`config.mk`:
```
export PLATFORM = sky130hd
export DESIGN_NAME = gwa_min_unit
export DESIGN_NICKNAME = d
export VERILOG_FILES = /design/src/design/gwa_pkg.sv /design/src/design/gwa_min_unit.sv
export SDC_FILE = /design/constraint.sdc
export NUM_CORES = 1
export LEC_CHECK = 0
export BUFFER_PORTS_ARGS = -buffer_cell sky130_fd_sc_hd__buf_2
export CAP_MARGIN = 20
export CORE_ASPECT_RATIO = 1.5
export CORE_MARGIN = 3
export CORE_UTILIZATION = 55
export CTS_BUF_LIST = sky130_fd_sc_hd__clkbuf_8 sky130_fd_sc_hd__clkbuf_16
export DETAILED_ROUTE_END_ITERATION = 6
export GPL_TIMING_DRIVEN = 0
export PLACE_DENSITY = 0.73
export SETUP_SLACK_MARGIN = 0.02
export SLEW_MARGIN = 10
export SYNTH_ARGS = -nofsm -noshare
export SYNTH_HDL_FRONTEND = slang
export SYNTH_SLANG_ARGS = --single-unit
```
`constraint.sdc`:
```
create_clock -name clk -period 8.3 [get_ports clk]
set_input_delay 1.66 -clock clk [delete_from_list [all_inputs] [get_ports clk]]
set_output_delay 1.66 -clock clk [all_outputs]
set_load 0.03 [all_outputs]
```
`src/design/gwa_pkg.sv`:
```
// shared types, field widths and codes of the greedy weighted assignment block
package gwa_pkg;

  localparam int MAX_AGENTS_DEF = 16;
  localparam int MAX_JOBS_DEF   = 1023;

  localparam int KIND_W      = 2;
  localparam int AGENT_W     = 4;
  localparam int COST_W      = 16;
  localparam int RES_W       = 16;
  localparam int CAP_W       = 20;
  localparam int TOTAL_W     = 26;
  localparam int WEIGHT_W    = 16;
  localparam int CFG_INDEX_W = 2;
  localparam int PROD_W      = WEIGHT_W + COST_W + 1;
  localparam int SCORE_W     = PROD_W + 1;

  localparam logic [TOTAL_W-1:0]  COST_MAX     = '1;
  localparam logic [WEIGHT_W-1:0] WEIGHT_RESET = 16'd256;

  localparam logic [KIND_W-1:0] KIND_START    = 2'd0;
  localparam logic [KIND_W-1:0] KIND_CAPACITY = 2'd1;
  localparam logic [KIND_W-1:0] KIND_JOB      = 2'd2;
  localparam logic [KIND_W-1:0] KIND_FINISH   = 2'd3;

  localparam logic RES_JOB      = 1'b0;
  localparam logic RES_INSTANCE = 1'b1;

  localparam logic [CFG_INDEX_W-1:0] CFG_WEIGHT_COST     = 2'd0;
  localparam logic [CFG_INDEX_W-1:0] CFG_WEIGHT_RESOURCE = 2'd1;

  typedef enum logic [1:0] {
    ST_IDLE,
    ST_SCAN,
    ST_DRAIN
  } state_t;

  typedef struct packed {
    logic [KIND_W-1:0]  kind;
    logic [AGENT_W-1:0] agent;
    logic [COST_W-1:0]  cost;
    logic [RES_W-1:0]   resource;
    logic [CAP_W-1:0]   capacity_value;
    logic               last_of_job;
  } in_item_t;

  typedef struct packed {
    logic               result_kind;
    logic [AGENT_W-1:0] chosen_agent;
    logic               placed;
    logic [TOTAL_W-1:0] total_cost;
    logic               all_placed;
  } out_item_t;

  typedef struct packed {
    logic             cap_we;
    logic             elem_we;
    logic             clr_usage;
    logic             clr_valid;
    logic [COST_W-1:0] cost;
    logic [RES_W-1:0]  res;
    logic [CAP_W-1:0]  cap;
  } agent_wr_t;

  typedef struct packed {
    logic              valid;
    logic [COST_W-1:0] cost;
    logic [RES_W-1:0]  res;
    logic [CAP_W-1:0]  cap;
    logic [CAP_W-1:0]  usage;
  } agent_rd_t;

  typedef struct packed {
    logic              valid;
    logic              phase;
    logic              elig;
    logic [COST_W-1:0] cost;
    logic [RES_W-1:0]  res;
  } scan_issue_t;

  typedef struct packed {
    logic              found;
    logic [COST_W-1:0] cost;
    logic [RES_W-1:0]  res;
  } scan_best_t;

endpackage

```
`src/design/gwa_min_unit.sv`:
```
// shared multiplier, score accumulator and running minimum over the agents
module gwa_min_unit #(
  parameter int MAX_AGENTS = gwa_pkg::MAX_AGENTS_DEF,
  localparam int AW = $clog2(MAX_AGENTS)
) (
  input  logic                 clk,
  input  logic                 rst_n,
  input  logic                 clear,
  input  gwa_pkg::scan_issue_t issue,
  input  logic [AW-1:0]        issue_idx,
  input  logic signed [gwa_pkg::WEIGHT_W-1:0] weight_cost,
  input  logic signed [gwa_pkg::WEIGHT_W-1:0] weight_resource,
  output logic                 busy,
  output gwa_pkg::scan_best_t  best,
  output logic [AW-1:0]        best_idx
);
  import gwa_pkg::*;

  logic signed [WEIGHT_W-1:0] w_sel;
  logic signed [COST_W:0]     opnd;
  logic signed [PROD_W-1:0]   prod;

  logic                     v1_r;
  logic                     ph1_r;
  logic signed [PROD_W-1:0] prod1_r;
  logic [AW-1:0]            idx1_r;
  logic                     el1_r;
  logic [COST_W-1:0]        cost1_r;
  logic [RES_W-1:0]         res1_r;

  logic signed [PROD_W-1:0]  acc_r;
  logic                      v2_r;
  logic signed [SCORE_W-1:0] score2_r;
  logic [AW-1:0]             idx2_r;
  logic                      el2_r;
  logic [COST_W-1:0]         cost2_r;
  logic [RES_W-1:0]          res2_r;

  logic                      found_r;
  logic signed [SCORE_W-1:0] best_score_r;
  logic [AW-1:0]             best_idx_r;
  logic [COST_W-1:0]         best_cost_r;
  logic [RES_W-1:0]          best_res_r;

  // cost term on the first phase, resource term on the second
  always_comb begin
    w_sel = issue.phase ? weight_resource : weight_cost;
    opnd  = $signed({1'b0, (issue.phase ? issue.res : issue.cost)});
    prod  = w_sel * opnd;
  end

  always_ff @(posedge clk) begin
    if (!rst_n) begin
      v1_r    <= 1'b0;
      v2_r    <= 1'b0;
      found_r <= 1'b0;
    end else if (clear) begin
      v1_r    <= 1'b0;
      v2_r    <= 1'b0;
      found_r <= 1'b0;
    end else begin
      v1_r <= issue.valid;
      v2_r <= v1_r && ph1_r;
      if (v2_r && el2_r && (!found_r || (score2_r < best_score_r))) begin
        found_r <= 1'b1;
      end
    end
  end

  always_ff @(posedge clk) begin
    ph1_r   <= issue.phase;
    prod1_r <= prod;
    idx1_r  <= issue_idx;
    el1_r   <= issue.elig;
    cost1_r <= issue.cost;
    res1_r  <= issue.res;
    if (v1_r && !ph1_r) begin
      acc_r <= prod1_r;
    end
    score2_r <= SCORE_W'(acc_r) + SCORE_W'(prod1_r);
    idx2_r   <= idx1_r;
    el2_r    <= el1_r;
    cost2_r  <= cost1_r;
    res2_r   <= res1_r;
    // strict compare keeps the lower index on a tie
    if (v2_r && el2_r && (!found_r || (score2_r < best_score_r))) begin
      best_score_r <= score2_r;
      best_idx_r   <= idx2_r;
      best_cost_r  <= cost2_r;
      best_res_r   <= res2_r;
    end
  end

  assign busy       = v1_r || v2_r;
  assign best.found = found_r;
  assign best.cost  = best_cost_r;
  assign best.res   = best_res_r;
  assign best_idx   = best_idx_r;

endmodule
```
Word-level counts from Yosys, hierarchy flattened
Index checks and enable logic that the tools add are counted.

word-level totals
  register bits = 248
  input port bits = 74
  output and inout bits = 38

cells by class
  $add $sub $neg = 1
  multiply operators = 1
  $lt $le $gt $ge = 1
  multiplexer cells = 2
  bitwise gates (word level) = 1
  reductions and logical operators = 9

operator list
  operator           number
  $add 33x33->34     1
  $lt 34x34->1       1
  $mul 16x17->33     1
  $mux 16            2
  $logic_and 1x1->1  4
  $logic_not 1->1    2
  $logic_or 1x1->1   2
  $reduce_or 2->1    1
  $not 1->1          1

Logic depth before layout (Yosys ltp)
  word-level depth = 3
  depth in mapped cells = 25
  mapped depth without buffers = 22

Worst setup path before layout
No wires, ideal clock.

  path type = in2reg
  from = input port issue[33] (netlist bit)
  to = register prod1_r[32]
  data arrival time = 7626 ps
  data required time = 8179 ps
  path slack = 553 ps
  stages = 23
  path buffers = 3
  cell sequence = clkbuf_1 -> clkbuf_1 -> buf_2 -> mux2i_1 -> nor2_1 -> fa_1 -> inv_1 -> fa_1 -> inv_1 -> fa_1 -> fa_1 -> fa_1 -> inv_1 -> fa_1 -> inv_1 -> ha_1 -> a21oi_1 -> o221ai_1 -> nand2b_1 -> or3b_1 -> o22ai_1 -> o21ai_1 -> xnor2_1

on the way
  cells in the longest elaborated chain, start to end = 2
  elaborated cells on any way between the ends = 3
  those cells by class = mul (1); mux (2)

ends and longest elaborated chain
  item                        RTL line                                source
  start: declaration          gwa_min_unit.sv:9                       input gwa_pkg::scan_issue_t issue,
  $mux 16 (on tied branches)  gwa_min_unit.sv:47, gwa_min_unit.sv:48
  $mul 16x17->33 (*)          gwa_min_unit.sv:49                      prod = w_sel * opnd;
  net prod[32]                gwa_min_unit.sv:21                      logic signed [PROD_W-1:0] prod;
  end signal: assignment      gwa_min_unit.sv:72                      prod1_r <= prod;
  end: declaration            gwa_min_unit.sv:25                      logic signed [PROD_W-1:0] prod1_r;

The timed path passes the listed nets; every way through them passes the cells marked *.
A chain may end at the register's enable or synchronous reset.

Final worst setup path
Same ends and word-level chain as after synthesis.

==> flow_results.xml <==
<?xml version="1.0" encoding="UTF-8"?>
<metrics>
  <group name="routing">
    <metric name="via_count" unit="">12700</metric>
    <metric name="via_per_inst" unit="">5.46</metric>
    <metric name="first_iter_violations" unit="">577</metric>
    <metric name="drcViolationCount" unit="">0</metric>
    <metric name="totalWireLength" unit="um">43500</metric>
    <metric name="routedWlPerCell" unit="um">18.7</metric>
    <metric name="route.antenna.remaining_nets" unit="">0</metric>
    <metric name="drt_first_pass_iters" unit="">5</metric>
  </group>
  <group name="clock_tree">
    <metric name="cts_tree" unit="">yes</metric>
    <metric name="cts_root_buf" unit="">sky130_fd_sc_hd__clkbuf_16</metric>
    <metric name="cts_hold_buf" unit="">0</metric>
    <metric name="htree_levels" unit="">1</metric>
    <metric name="bufs_on_longest_clock_path" unit="">3</metric>
    <metric name="cts.clk_slew.worst_paths" unit="ns">0.07</metric>
    <metric name="cts_inserted_buffers" unit="">22</metric>
    <metric name="post-cts-setup-buffers" unit="">0</metric>
    <metric name="clock-sinks" unit="">248</metric>
    <metric name="worstSkewPairLatency" unit="ns">0.53</metric>
  </group>
  <group name="setup_path">
    <metric name="cp_slowest_cell" unit="">sky130_fd_sc_hd__mux2i_2</metric>
    <metric name="worst-r2r-setup-slack" unit="ns">5.31</metric>
    <metric name="critical_path.cell_chain" unit="">buf_2 -&gt; clkbuf_1 -&gt; clkbuf_4 -&gt; clkbuf_4 -&gt; mux2i_2 -&gt; nor2_1 -&gt; fa_1 -&gt; inv_1 -&gt; fa_1 -&gt; inv_1 -&gt; fa_1 -&gt; fa_1 -&gt; fa_1 -&gt; ha_1 -&gt; ha_1 -&gt; clkbuf_1 -&gt; nand2_1 -&gt; o21a_1 -&gt; nand2b_1 -&gt; or3b_1 -&gt; o22ai_1 -&gt; o21ai_1 -&gt; xnor2_1</metric>
    <metric name="critical_path.max_stage_delay" unit="ns">0.71</metric>
    <metric name="criticalPathCategory" unit="">input port to register</metric>
    <metric name="timing.critical_path.from" unit="">issue[33]</metric>
    <metric name="crit_path_frequent_cell" unit="">sky130_fd_sc_hd__fa_1</metric>
    <metric name="r2r-start" unit="">best_score_r[7]</metric>
    <metric name="path_buf_inv" unit="">7</metric>
    <metric name="timing.critical_path.arrival" unit="ns">8.46</metric>
    <metric name="timing.critical_path.to_type" unit="">register</metric>
    <metric name="critPathLaunchType" unit="">input port</metric>
    <metric name="worst_ep_required_time" unit="ns">8.70</metric>
    <metric name="worst-path-max-fanout" unit="">10</metric>
    <metric name="critical_path.top_delay_family" unit="">adder cells</metric>
  </group>
  <group name="final_layout">
    <metric name="final_cell_mix" unit="">sky130_fd_sc_hd__inv_1 (312), sky130_fd_sc_hd__fa_1 (195), sky130_fd_sc_hd__ha_1 (188)</metric>
    <metric name="mostFrequentLayoutCell" unit="">sky130_fd_sc_hd__inv_1</metric>
    <metric name="synthToLayoutAreaGrowth" unit="%">11.4</metric>
    <metric name="layout.nets" unit="">2350</metric>
    <metric name="share_of_cells_above_drive_strength_1" unit="%">12.9</metric>
  </group>
  <group name="floorplan">
    <metric name="floorplan.die.width" unit="um">154</metric>
    <metric name="pin_count" unit="">112</metric>
    <metric name="initial_utilization" unit="%">56.3</metric>
    <metric name="floorplan.die_area" unit="mm^2">0.0350</metric>
    <metric name="dieHeight" unit="um">228</metric>
    <metric name="std_cell_rows" unit="">80</metric>
    <metric name="core_region_area" unit="mm^2">0.0320</metric>
  </group>
  <group name="timing">
    <metric name="min_period" unit="ns">8.06</metric>
    <metric name="final_hold_viol_count" unit="">0</metric>
    <metric name="slew-limit-headroom" unit="%">31.3</metric>
    <metric name="slew_violations" unit="">0</metric>
    <metric name="fin_crit_sh" unit="%">97.1</metric>
    <metric name="maxClockFrequency" unit="MHz">124</metric>
    <metric name="finalSetupViolCount" unit="">0</metric>
    <metric name="setup_tns_final" unit="ns">0</metric>
    <metric name="skew" unit="ns">0.0265</metric>
    <metric name="slew_at_the_pin_closest_to_its_max_slew_limit" unit="ns">1.00</metric>
    <metric name="setup_repair_after_global_routing_missed_its_margin" unit="">false</metric>
  </group>
  <group name="yosys">
    <metric name="syn_nets" unit="">2206</metric>
    <metric name="mappedNetlistArea" unit="mm^2">0.0180</metric>
    <metric name="synth_area_leader_cell" unit="">sky130_fd_sc_hd__fa_1</metric>
    <metric name="ys_types" unit="">73</metric>
    <metric name="flop_and_latch_count_out_of_synthesis" unit="">248</metric>
    <metric name="yosysTopAreaCellShare" unit="%">21.6</metric>
    <metric name="synth_seq_area_share" unit="%">33.2</metric>
    <metric name="yosys-top-cells-area" unit="">sky130_fd_sc_hd__fa_1 (22%), sky130_fd_sc_hd__edfxtp_1 (17%), sky130_fd_sc_hd__dfxtp_1 (16%), sky130_fd_sc_hd__ha_1 (13%), sky130_fd_sc_hd__inv_1 (6.4%)</metric>
    <metric name="async_set_or_reset_flop_fraction_in_the_synthesized_netlist" unit="%">0</metric>
    <metric name="synth_top_flop_cell" unit="">sky130_fd_sc_hd__dfxtp_1</metric>
    <metric name="ys.warnings.count" unit="">0</metric>
    <metric name="syn_area_per_cell" unit="um^2">10.3</metric>
    <metric name="post_synth_inst_count" unit="">1749</metric>
    <metric name="synth-edff-count" unit="">103</metric>
  </group>
  <group name="run_status">
    <metric name="status" unit="">finished clean</metric>
  </group>
  <group name="global_routing">
    <metric name="number_of_antenna_violations_at_the_first_check_in_global_routing" unit="">1</metric>
    <metric name="grt_overflow_total" unit="">0</metric>
    <metric name="grt_start_max_net_pins" unit="">40</metric>
    <metric name="grt_util_all_layers" unit="%">25.0</metric>
    <metric name="grt_pass1_vias" unit="">13400</metric>
    <metric name="grt_pass1_wl" unit="um">69300</metric>
  </group>
  <group name="job">
    <metric name="maxCapViolations" unit="">0</metric>
  </group>
  <group name="place">
    <metric name="dp_hpwl" unit="um">35700</metric>
    <metric name="gpl.final_weighted_congestion" unit="">0.998</metric>
    <metric name="numPortBuffers" unit="">111</metric>
  </group>
  <group name="min_path">
    <metric name="hold_wc_startpoint" unit="">res1_r[0]</metric>
    <metric name="hold_class" unit="">register to register</metric>
  </group>
</metrics>
worst paths after layout:
check,to,cells after the start
hold reg to reg,res2_r[0],0
hold / removal,res2_r[0],0
setup reg to reg,best_cost_r[14],9
setup / recovery,prod1_r[32],23
cells in the mapped netlist, types with 3 or more instances:
cell type                  count
sky130_fd_sc_hd__a211oi_1     11
sky130_fd_sc_hd__a21o_1       28
sky130_fd_sc_hd__a21oi_1      67
sky130_fd_sc_hd__a31o_2        3
sky130_fd_sc_hd__a31oi_1      12
sky130_fd_sc_hd__and2_1        8
sky130_fd_sc_hd__and3_1        5
sky130_fd_sc_hd__buf_2         8
sky130_fd_sc_hd__buf_4         3
sky130_fd_sc_hd__clkbuf_1     23
sky130_fd_sc_hd__dfxtp_1     145
sky130_fd_sc_hd__edfxtp_1    103
sky130_fd_sc_hd__fa_1        195
sky130_fd_sc_hd__ha_1        188
sky130_fd_sc_hd__inv_1       308
sky130_fd_sc_hd__mux2_2       26
sky130_fd_sc_hd__mux2i_1      34
sky130_fd_sc_hd__nand2_1     175
sky130_fd_sc_hd__nand2b_1     15
sky130_fd_sc_hd__nand3_1      28
sky130_fd_sc_hd__nand4_1      10
sky130_fd_sc_hd__nor2_1      161
sky130_fd_sc_hd__nor2b_1      13
sky130_fd_sc_hd__nor3_1        8
sky130_fd_sc_hd__o211ai_1      9
sky130_fd_sc_hd__o211ai_2      3
sky130_fd_sc_hd__o21a_1        7
sky130_fd_sc_hd__o21ai_0      29
sky130_fd_sc_hd__o21ai_1       9
sky130_fd_sc_hd__o21bai_1      6
sky130_fd_sc_hd__o221ai_1      3
sky130_fd_sc_hd__o31a_1        3
sky130_fd_sc_hd__or2_2         7
sky130_fd_sc_hd__xnor2_1      36
sky130_fd_sc_hd__xor2_1       16
state kept, by name (all words and copies together) (netlist names):
register      cells
acc_r            33
best_cost_r      16
best_idx          4
best_res_r       16
best_score_r     34
cost1_r          16
cost2_r          16
el1_r             1
el2_r             1
found_r           1
idx1_r            4
idx2_r            4
ph1_r             1
prod1_r          33
res1_r           16
res2_r           16
score2_r         34
v1_r              1
v2_r              1
repair_timing:
item	in CTS	in global routing
resized for setup	11	28
endpoints found under the setup margin	17	16
endpoints found under the hold margin	0	0
cell type report:
class                      count  area [um^2]
multi-input combinational   1157        10900
clock buffer                  23          564
inverter                     309         1160
tap                          410          513
antenna                        2         5.00
clock inverter                17          144
buffer                        35          176
fill                        2631        11900
timing repair buffer         120          652
sequential                   248         6000
routing by layer:
| layer | up-vias | share of wire, % | GRT usage (%) | wire [um] |
|---|---|---|---|---|
| li1 | 5989 | - | - | - |
| met1 | 6171 | 37 | 29.1 | 16200 |
| met2 | 372 | 52 | 45.4 | 22400 |
| met3 | 141 | 4.3 | 1.88 | 1890 |
| met4 | 0 | 7.0 | 13.7 | 3030 |
| met5 | - | 0 | 0 | 0 |
logic make-up (layout without fill, tap and decap cells):
family	after synthesis	in the layout	synth area share [%]
AND/OR/NAND/NOR	445	445	10.7
multiplexers	60	60	3.51
adder cells (fa/ha/maj)	383	383	34.7
AO/OA/AOI/OAI	217	217	8.05
buffers and inverters	344	504	7.32
flip-flops	248	248	33.2
other	0	2	0
XOR/XNOR	52	52	2.52
through the flow:
| stage | hold WS, ns | std cells | area [um^2] | worst slack, ns | utilization, % |
|---|---|---|---|---|---|
| finish | 0.322 | 2321 | 20100 | 0.242 | 62.7 |
| global route | 0.329 | 2320 | 20100 | 0.0281 | 62.7 |
| CTS | 0.320 | 2319 | 20000 | 0.0356 | 62.4 |
| detailed placement | 0.312 | 2279 | 19200 | -1.07 | 60.0 |
| global placement | 0.310 | 2270 | 19100 | -1.31 | 59.6 |
| floorplan | 0.310 | 1749 | 18000 | 0.553 | - |
Power is not shown: default switching activity piles up to over one toggle a cycle in this logic, so the estimate is an artifact.
