$ cat src/design/gwa_pkg.sv
// shared types, field widths and codes of the greedy weighted assignment block
package gwa_pkg;

  localparam int MAX_AGENTS_DEF = 16;
  localparam int MAX_JOBS_DEF   = 1023;

  localparam int KIND_W      = 2;
  localparam int AGENT_W     = 4;
  localparam int COST_W      = 16;
  localparam int RES_W       = 16;
  localparam int CAP_W       = 20;
  localparam int TOTAL_W     = 26;
  localparam int WEIGHT_W    = 16;
  localparam int CFG_INDEX_W = 2;
  localparam int PROD_W      = WEIGHT_W + COST_W + 1;
  localparam int SCORE_W     = PROD_W + 1;

  localparam logic [TOTAL_W-1:0]  COST_MAX     = '1;
  localparam logic [WEIGHT_W-1:0] WEIGHT_RESET = 16'd256;

  localparam logic [KIND_W-1:0] KIND_START    = 2'd0;
  localparam logic [KIND_W-1:0] KIND_CAPACITY = 2'd1;
  localparam logic [KIND_W-1:0] KIND_JOB      = 2'd2;
  localparam logic [KIND_W-1:0] KIND_FINISH   = 2'd3;

  localparam logic RES_JOB      = 1'b0;
  localparam logic RES_INSTANCE = 1'b1;

  localparam logic [CFG_INDEX_W-1:0] CFG_WEIGHT_COST     = 2'd0;
  localparam logic [CFG_INDEX_W-1:0] CFG_WEIGHT_RESOURCE = 2'd1;

  typedef enum logic [1:0] {
    ST_IDLE,
    ST_SCAN,
    ST_DRAIN
  } state_t;

  typedef struct packed {
    logic [KIND_W-1:0]  kind;
    logic [AGENT_W-1:0] agent;
    logic [COST_W-1:0]  cost;
    logic [RES_W-1:0]   resource;
    logic [CAP_W-1:0]   capacity_value;
    logic               last_of_job;
  } in_item_t;

  typedef struct packed {
    logic               result_kind;
    logic [AGENT_W-1:0] chosen_agent;
    logic               placed;
    logic [TOTAL_W-1:0] total_cost;
    logic               all_placed;
  } out_item_t;

  typedef struct packed {
    logic             cap_we;
    logic             elem_we;
    logic             clr_usage;
    logic             clr_valid;
    logic [COST_W-1:0] cost;
    logic [RES_W-1:0]  res;
    logic [CAP_W-1:0]  cap;
  } agent_wr_t;

  typedef struct packed {
    logic              valid;
    logic [COST_W-1:0] cost;
    logic [RES_W-1:0]  res;
    logic [CAP_W-1:0]  cap;
    logic [CAP_W-1:0]  usage;
  } agent_rd_t;

  typedef struct packed {
    logic              valid;
    logic              phase;
    logic              elig;
    logic [COST_W-1:0] cost;
    logic [RES_W-1:0]  res;
  } scan_issue_t;

  typedef struct packed {
    logic              found;
    logic [COST_W-1:0] cost;
    logic [RES_W-1:0]  res;
  } scan_best_t;

endpackage

$ cat src/design/gwa_agent_store.sv
// per-agent capacity, usage and pending job element storage
module gwa_agent_store #(
  parameter int MAX_AGENTS = gwa_pkg::MAX_AGENTS_DEF,
  localparam int AW = $clog2(MAX_AGENTS)
) (
  input  logic                clk,
  input  logic                rst_n,
  input  gwa_pkg::agent_wr_t  wr,
  input  logic [AW-1:0]       wr_idx,
  input  logic                upd_we,
  input  logic [AW-1:0]       upd_idx,
  input  logic [gwa_pkg::RES_W-1:0] upd_res,
  input  logic [AW-1:0]       rd_idx,
  output gwa_pkg::agent_rd_t  rd
);
  import gwa_pkg::*;

  logic [CAP_W-1:0]  cap_r   [MAX_AGENTS];
  logic [CAP_W-1:0]  usage_r [MAX_AGENTS];
  logic [COST_W-1:0] cost_r  [MAX_AGENTS];
  logic [RES_W-1:0]  res_r   [MAX_AGENTS];
  logic [MAX_AGENTS-1:0] valid_r;

  always_ff @(posedge clk) begin
    if (!rst_n) begin
      for (int i = 0; i < MAX_AGENTS; i++) begin
        cap_r[i]   <= '0;
        usage_r[i] <= '0;
      end
      valid_r <= '0;
    end else begin
      if (wr.cap_we) begin
        cap_r[wr_idx] <= wr.cap;
      end
      if (wr.clr_usage) begin
        for (int i = 0; i < MAX_AGENTS; i++) begin
          usage_r[i] <= '0;
        end
      end else if (upd_we) begin
        usage_r[upd_idx] <= usage_r[upd_idx] + CAP_W'(upd_res);
      end
      if (wr.clr_valid) begin
        valid_r <= '0;
      end else if (wr.elem_we) begin
        valid_r[wr_idx] <= 1'b1;
      end
    end
  end

  // pending element values, only read behind their valid bit
  always_ff @(posedge clk) begin
    if (wr.elem_we) begin
      cost_r[wr_idx] <= wr.cost;
      res_r[wr_idx]  <= wr.res;
    end
  end

  always_comb begin
    rd.valid = valid_r[rd_idx];
    rd.cost  = cost_r[rd_idx];
    rd.res   = res_r[rd_idx];
    rd.cap   = cap_r[rd_idx];
    rd.usage = usage_r[rd_idx];
  end

endmodule

$ cat config.mk
export PLATFORM = sky130hd
export DESIGN_NAME = gwa_agent_store
export DESIGN_NICKNAME = d
export VERILOG_FILES = /design/src/design/gwa_pkg.sv /design/src/design/gwa_agent_store.sv
export SDC_FILE = /design/constraint.sdc
export NUM_CORES = 1
export LEC_CHECK = 0
export ABC_AREA = 1
export ABC_CLOCK_PERIOD_IN_PS = 5100
export BUFFER_PORTS_ARGS = -buffer_cell sky130_fd_sc_hd__buf_2
export CORE_AREA = 2 2 296 298
export CTS_BUF_LIST = sky130_fd_sc_hd__clkbuf_16
export CTS_CLUSTER_DIAMETER = 200
export DETAILED_ROUTE_END_ITERATION = 12
export DIE_AREA = 0 0 298 300
export PLACE_DENSITY_LB_ADDON = 0.08
export SLEW_MARGIN = 40
export SYNTH_ARGS = -nofsm -noshare
export SYNTH_HDL_FRONTEND = slang
export SYNTH_SLANG_ARGS = --single-unit
$ cat constraint.sdc
create_clock -name clk -period 5.1 [get_ports clk]
set_clock_uncertainty 0.1 [all_clocks]
set_input_delay 0 -clock clk [delete_from_list [all_inputs] [get_ports clk]]
set_output_delay 0 -clock clk [all_outputs]
set_load 0.02 [all_outputs]
## Word-level counts from Yosys, hierarchy flattened

Memories as Yosys holds them, arrays and structs flattened.
Index checks and enable logic that the tools add are counted.

- Flip-flop bits (word level): 16
- Latch bits: 0
- RAM bits: 1152
- ROM bits: 0
- Bits of input ports: 87
- Output and inout port bits: 73
- Logic and storage cells: 70
- Memories kept: 4

Memories:

| memory | words | bits a word | rd ports | clocked after Yosys merged registers in | wr ports | RTL line | text |
|---|---|---|---|---|---|---|---|
| cap_r | 16 | 20 | 1 | 0 | 16 | gwa_agent_store.sv:18 | `logic [CAP_W-1:0] cap_r [MAX_AGENTS];` |
| usage_r | 16 | 20 | 2 | 0 | 16 | gwa_agent_store.sv:19 | `logic [CAP_W-1:0] usage_r [MAX_AGENTS];` |
| cost_r | 16 | 16 | 1 | 0 | 1 | gwa_agent_store.sv:20 | `logic [COST_W-1:0] cost_r [MAX_AGENTS];` |
| res_r | 16 | 16 | 1 | 0 | 1 | gwa_agent_store.sv:21 | `logic [RES_W-1:0] res_r [MAX_AGENTS];` |

- Add/sub/neg operators: 1
- Multiply operators: 0
- Div/mod/pow operators: 0
- Order comparisons: 3
- Equality and inequality tests: 0
- Shift operators: 0
- Mux-type cells: 39
- Bitwise operators: 18
- Reductions and logical operators: 4

Operators by type and width:

| cell | count |
|---|---|
| $mux W20 | 18 |
| $reduce_or A20 Y1 | 2 |
| $add A20 B16 Y20 | 1 |
| $mux W1 | 17 |
| $or A1 B1 Y1 | 16 |
| $or A16 B16 Y16 | 1 |
| $lt A4 B5 Y1 const B | 2 |
| $mux W4 | 2 |
| $bmux W1 S4 | 1 |
| $demux W1 S4 | 1 |
| $ge A4 B1 Y1 const B | 1 |
| $reduce_or A2 Y1 | 1 |
| $logic_and A1 B1 Y1 | 1 |
| $not A1 Y1 | 1 |

## Longest topological paths before layout

Gate-level depths: netlist of the first run.

- Depth in word-level cells: 6
- Gate-level depth with buffers: 24
- Depth with buffers taken out: 19

## Least setup slack after synthesis of the first run

Ideal clock, no wire load.

- Kind: input-to-reg
- Start: input port upd_idx[0]
- End: memory usage_r[0][14] (data pin)
- Arrival time: 3240 ps
- Required time: 4734 ps
- Setup slack: 1494 ps
- Cell stages on the path: 21
- Path buffers: 5
- Path through: buf_6 -> inv_4 -> buf_6 -> nor2_4 -> buf_6 -> buf_2 -> a22oi_1 -> a21oi_1 -> or4_1 -> ha_1 -> fa_1 -> nand2_1 -> nand2_1 -> o21ai_2 -> nor2_1 -> nor2_1 -> o21ai_1 -> a21oi_1 -> xor2_1 -> buf_4 -> nor2_1

RTL lines:

| what | RTL line | text |
|---|---|---|
| from (decl) | gwa_agent_store.sv:11 | `input logic [AW-1:0] upd_idx,` |
| to (decl) | gwa_agent_store.sv:19 |  |

==> results of run 1 <==
-- registers in the layout, summed over array words and instances, names as in the netlist --
signal	count
valid_r	16
cost_r	256
usage_r	320
cap_r	320
res_r	256
-- cells by family after synthesis --
family | after synthesis | synth area share [%]
AND/OR/NAND/NOR | 1663 | 12.70
flip-flops | 1168 | 67.79
XOR/XNOR | 16 | 0.3085
buffers and inverters | 517 | 4.110
adder cells (fa/ha/maj) | 17 | 0.4276
AO/OA/AOI/OAI | 1225 | 14.67
-- layout make-up --
type | count | area [µm²]
Fill cell | 6544 | 28540
Multi-Input combinational cell | 2921 | 14500
Antenna cell | 2 | 5.005
Clock buffer | 120 | 3003
Sequential cell | 1168 | 34910
Clock inverter | 94 | 590.6
Tap cell | 1155 | 1445
Inverter | 123 | 529.3
Timing Repair Buffer | 361 | 2680
-- critical path: stages, from the launching register on --
cell and delay [ns]:
edfxtp_1 0.41, a22oi_1 0.21, a21oi_1 0.08, or4_1 0.54
ha_1 0.23, fa_1 0.44, nand2_1 0.09, nand2_1 0.07
o21ai_2 0.08, o21ai_0 0.13, buf_4 0.17, nand4_1 0.07
nand2_1 0.16, xor2_2 0.57, and2_1 0.23
-- power groups by stage --
stage | sequential (mW) | clock [mW] | combinational (mW)
floorplan | 11.2 | 0 | 1.24
global placement | 11.2 | 0 | 1.94
detailed placement | 11.2 | 0 | 1.98
CTS | 11.0 | 8.13 | 2.03
global route | 11.0 | 8.52 | 2.22
finish | 11.0 | 8.10 | 2.08
-- what timing repair did --
item                       in CTS  in global routing
hold buffers                   79                  0
hold endpoints to repair      985                  0
setup endpoints to repair       0                  0
gates resized for setup         0                  0
-- Yosys cell counts (all sizes together) --
| master | count | area, µm² |
|---|---|---|
| nand3b | 1 | 7.510 |
| a22oi | 128 | 960.9 |
| buf | 81 | 478.0 |
| clkbuf | 313 | 1175 |
| o21ba | 1 | 10.01 |
| nand2 | 284 | 1086 |
| nand3 | 73 | 365.4 |
| o211ai | 77 | 578.1 |
| or4 | 16 | 120.1 |
| xnor2 | 9 | 97.60 |
| o221ai | 210 | 1839 |
| o21ai | 612 | 3067 |
| dfxtp | 16 | 320.3 |
| o22ai | 78 | 488.0 |
| and3 | 1 | 6.260 |
| a21boi | 1 | 7.510 |
| a21o | 3 | 22.52 |
| a21oi | 112 | 560.5 |
| nor2 | 1263 | 4801 |
| fa | 1 | 20.02 |
| nor3 | 1 | 5.000 |
| or2 | 2 | 12.52 |
| o21bai | 1 | 7.510 |
| xor2 | 7 | 61.31 |
| nand4 | 6 | 37.54 |
| edfxtp | 1152 | 34590 |
| inv | 123 | 464.2 |
| ha | 16 | 200.2 |
| a31oi | 2 | 12.51 |
| and2 | 16 | 100.1 |
-- worst min path at each step --
stage	slack, ns	cells after the start	to	startpoint
after global placement	0.28	1	cost_r[12][11]	wr[47]
after detailed placement	0.28	1	cost_r[15][14]	wr[50]
after CTS	0.002	5	usage_r[15][2]	upd_res[2]
final	0.03	5	usage_r[6][2]	upd_res[2]
after global routing	0.04	5	usage_r[15][9]	upd_res[9]
after floorplan	-0.001	0	cost_r[0][0]	wr[36]
-- layout by cell type, fill, tap and decap left out, types with 14 or more instances in the layout --
cell type,count
a21oi_1,112
a22oi_1,128
and2_1,16
buf_2,155
buf_4,112
clkbuf_16,120
clkinv_1,37
clkinv_2,18
dfxtp_1,16
dlygate4sd3_1,79
edfxtp_1,1152
ha_1,16
inv_1,127
inv_4,15
nand2_1,272
nand3_1,73
nor2_1,1245
nor2_2,14
o211ai_1,77
o21ai_0,608
o221ai_1,210
o22ai_1,78
or4_1,16
-- stage by stage --
stage | hold slack, ns | utilization, % | power [mW]
floorplan | -0.001131 | - | 12.41
global placement | 0.2775 | 61.65 | 13.15
detailed placement | 0.2821 | 61.73 | 13.19
CTS | 0.002226 | 66.82 | 21.18
global route | 0.04282 | 66.89 | 21.79
finish | 0.03352 | 66.89 | 21.19
-- layer usage --
| layer | vias up | track usage, % | share of wire, % |
|---|---|---|---|
| li1 | 16870 | - | - |
| met1 | 18620 | 47.98 | 40 |
| met2 | 2447 | 51.78 | 45 |
| met3 | 362 | 6.315 | 11 |
| met4 | 4 | 12.65 | 3.5 |
| met5 | - | 0 | 0.018 |
==> flow_summary.yaml, run 1 <==
run_status:
  status: "complete, no violations"
grt:
  grt_antenna_before_repair: 3
  grt_max_degree: 216
  first_global_vias: 36520
  overflow: 0
  grtUsageTotal_pct: 33.56
  grt_pass1_wl_mm: 225.5
logic_synthesis:
  ys_ff_latch: 1168
  synth.avg_cell_area_um2: 11.18
  syn-cell-area_um2: 51500
  ys_seq_area_share_pct: 67.79
  yosys.cell_types.count: 43
  synth_nets: 4710
  syn_inst: 4606
  ys.warnings.count: 0
critical_path:
  crit_path_end: "usage_r[11][16]"
  startpoint: "usage_r[0][0]"
  crit_fanout: 16
  reg2reg_depth: 14
  cp.required_ns: 5.55
  worstSetupEndpointType: "flip-flop"
  r2r-start: "usage_r[0][0]"
  reg2reg_setup_slack_ns: 1.38
  worst_ep_arrival_time_ns: 4.17
  r2r-end: "usage_r[11][16]"
  critPathKind: "flip-flop to flip-flop"
  worstSetupStartpointType: "flip-flop"
detailed_routing:
  finalWirelength_mm: 153.0
  first_iter_violations: 5542
  via_count: 38300
  wl_per_cell_um: 25.73
  via_per_inst: 6.443
  detail-route-antenna-nets: 0
  first_pass_iters: 6
  drc_errors: 0
clock_tree:
  h-tree-depth: 3
  root_buffer: "clkbuf_16"
  cts_num_sinks: 1168
  clk_pin_slew_ns: 0.06
  clock_path_buffers: 3
  cts_tree: "done"
  numCtsBuffers: 117
  clk_latency_ns: 0.71
  postCtsSetupBuffers: 0
power:
  pwr-share-clk_pct: 38.2
  comb_power_share_pct: 9.8
  ir_drop_mv: 0.2981
  intPower_mw: 15.94
  p_per_area_nw_per_um2: 367.5
  seqPwrFrac_pct: 52.0
  p_switching_mw: 5.255
  switching_share_pct: 24.80
  power_leakage_nw: 20.44
timing:
  finalHoldViolations: 0
  relSlewSlack_pct: 38.99
  period_needed_ns: 3.723
  timing.final.crit_share_pct: 73.00
  worstMarginPinSlew_ns: 0.9152
  layout_setup_ws_ns: 1.377
  max_freq_mhz: 268.6
  rsz0062_at_grt: "false"
  final-max-slew-violation-count: 0
  setup_viol: 0
  setup_tns_ns: 0
final_layout:
  finalInstanceArea_um2: 57670
  fin_nets: 4796
  final_cells: 5944
  syn2layout_area_growth_pct: 11.97
  final_layout_size_suffix_gt1_share_pct: 10.26
die:
  pin_count: 160
  start_util_pct: 59.74
  coreArea_um2: 86210
  die_y_um: 300
  num_rows: 108
  die-area_um2: 89400
  die_w_um: 298
place:
  place_congestion: 0.9323
  dp_hpwl_mm: 80.84
  place_inst: 5647
  portBuffers: 159
  place_area_um2: 53220
  dp_slack_ns: 0.8752
flow_run:
  drv_cap: 0
worst_hold_path:
  hold_class: "input pin to flip-flop"
(Power assumes the default switching activity.)
==> inputs of run 2 (changes only) <==
ABC_CLOCK_PERIOD_IN_PS = 3790   (was 5100)
clock period = 3.79 ns   (was 5.1 ns; I/O delays follow)
==> run 2 against run 1 <==
Effect of this change: core utilization grew 0.80 points; sequential share of layout area shrank 0.71 points; combinational power increased by 41%; critical path depth is 3 higher; fmax rose by 1.6%; non-clock buffer count increased by 39; sequential power is 35% higher; count of clock-buffer cells in the layout down 2.
==> flow_summary.yaml, run 2 (synthesis results as in run 1) <==
run_status:
  status: "complete, no violations"
timing:
  relSlewSlack_pct: 40.44
  rsz0062_at_grt: "false"
  final-max-slew-violation-count: 0
  setup_viol: 0
  worstMarginPinSlew_ns: 0.8935
  layout_setup_ws_ns: 0.1264
  timing.final.crit_share_pct: 96.67
  max_freq_mhz: 273.0
  finalHoldViolations: 0
  period_needed_ns: 3.664
critical_path:
  crit_fanout: 8
  critPathKind: "flip-flop to flip-flop"
  cp_cell_sequence: "a22oi_2 > a21oi_1 > or4_1 > ha_2 > fa_2 > nand2_1 > nand2_1 > o21ai_2 > buf_4 > nor2_1 > nor2_2 > o21ai_2 > nand2_1 > nand2_1 > xnor2_2 > buf_6 > nor2_1"
  cp.required_ns: 4.11
  r2r-end: "usage_r[7][12]"
  worstSetupEndpointType: "flip-flop"
  crit_family: "simple AND/OR/NAND/NOR gates"
  worstSetupStartpointType: "flip-flop"
  critical_path_buf_inv_count: 2
  critPathSlowestCell: "or4_1"
  r2r-start: "usage_r[0][0]"
  worst_ep_arrival_time_ns: 3.98
  crit_path_frequent_cell: "nand2_1"
  slowest_delay_ns: 0.57
  reg2reg_depth: 17
  reg2reg_setup_slack_ns: 0.13
clock_tree:
  numCtsBuffers: 116
  cts_num_sinks: 1168
  cts_tree: "done"
  h-tree-depth: 3
  clk_latency_ns: 0.70
  root_buffer: "clkbuf_16"
  clk_pin_slew_ns: 0.06
  clock_path_buffers: 3
worst_hold_path:
  holdCritStartpoint: "upd_res[13]"
  hold_class: "input pin to flip-flop"
  hold_depth: 5
  hold_end: "usage_r[10][13]"
power:
  ir_drop_mv: 0.4118
  p_per_area_nw_per_um2: 499.4
  fin_total_pwr_mw: 29.14
  power_leakage_nw: 20.75
detailed_routing:
  detail-route-antenna-nets: 0
  via_per_inst: 6.444
  finalWirelength_mm: 155.0
  route.met2.wl_mm: 71.00
  drc_errors: 0
  via_count: 38590
  first_iter_violations: 5276
  first_pass_iters: 6
  top_layer: "met5"
  wl_per_cell_um: 25.88
  wl_met1_mm: 60.36
  wl_met3_mm: 18.15
final_layout:
  final_common_cell: "nor2_1"
  syn2layout_area_growth_pct: 13.30
  fin_nets: 4834
  final_cell_mix: "nor2_1 (1244), edfxtp_1 (1152), o21ai_0 (606)"
  regArea_um2: 34910
  final_cells: 5988
  finalInstanceArea_um2: 58360
  reg_top3: "cap_r: 320 flops, usage_r: 320 flops"
  fillers: 6438
  final_layout_size_suffix_gt1_share_pct: 11.56
  multi_input_area_um2: 14530
die:
  coreArea_um2: 86210
  start_util_pct: 59.74
  die_y_um: 300
  die_w_um: 298
  num_rows: 108
  die-area_um2: 89400
  pin_count: 160
place:
  dp_hpwl_mm: 83.65
  place_area_um2: 53820
  portBuffers: 159
  dp_slack_ns: -0.04499
  place_inst: 5694
  place_congestion: 0.9864
grt:
  first_global_vias: 37060
  grt_antenna_before_repair: 3
  overflow: 0
  grt_max_degree: 154
  grtUsageTotal_pct: 34.29
  grt_pass1_wl_mm: 230.0
flow_run:
  drv_cap: 0
-- run 2: worst reg2reg max path, stage by stage (launching register included) --
cell and delay, ns:
edfxtp_1 0.40, a22oi_2 0.20, a21oi_1 0.09, or4_1 0.57, ha_2 0.22, fa_2 0.40
nand2_1 0.08, nand2_1 0.06, o21ai_2 0.08, buf_4 0.14, nor2_1 0.04, nor2_2 0.12
o21ai_2 0.14, nand2_1 0.09, nand2_1 0.09, xnor2_2 0.33, buf_6 0.19, nor2_1 0.05
-- run 2: worst max-delay path by stage --
stage,start,endpoint,cells past startpoint
after floorplan,upd_idx[0],usage_r[0][14],21
after global placement,upd_idx[0],usage_r[2][16],15
after detailed placement,upd_idx[0],usage_r[11][14],20
after CTS,usage_r[0][0],usage_r[9][14],16
after global routing,usage_r[12][0],usage_r[15][12],17
final,usage_r[0][0],usage_r[7][12],17
-- run 2: power breakdown --
group,leakage [nW],switching [mW],internal (mW)
logic,7.49,2.10,0.841
registers,11.4,0.163,14.7
clock network,1.90,5.00,6.39
total,20.8,7.26,21.9
-- run 2: per-layer routing --
| metal | global-route usage, % | vias to the layer above |
|---|---|---|
| met5 | 0 | - |
| met4 | 12.30 | 4 |
| met3 | 6.344 | 393 |
| met2 | 53.53 | 2492 |
| met1 | 48.80 | 18740 |
| li1 | - | 16960 |
-- run 2: layout make-up --
| class | count | share of cell area [%] |
|---|---|---|
| timing repair buffer | 400 | 5.452 |
| sequential | 1168 | 59.83 |
| tap | 1155 | 2.476 |
| inverter | 123 | 0.8898 |
| multi-input combinational | 2921 | 24.90 |
| clock inverter | 99 | 1.374 |
| clock buffer | 118 | 5.060 |
| antenna | 4 | 0.01715 |
-- run 2: repair_timing --
item | CTS | global route
hold buffers | 72 | 0
resized for setup | 0 | 14
setup buffers | 0 | 0
setup endpoints to repair | 0 | 73
endpoints found under the hold margin | 959 | 0
-- run 2: per-stage QoR --
step	setup TNS, ns	hold slack, ns	utilization [%]
finish	0	0.03810	67.69
global route	0	0.05208	67.68
global placement	-2.899	0.2712	62.34
detailed placement	-0.6713	0.2730	62.42
CTS	0	0.007561	67.61
floorplan	0	-0.001131	-
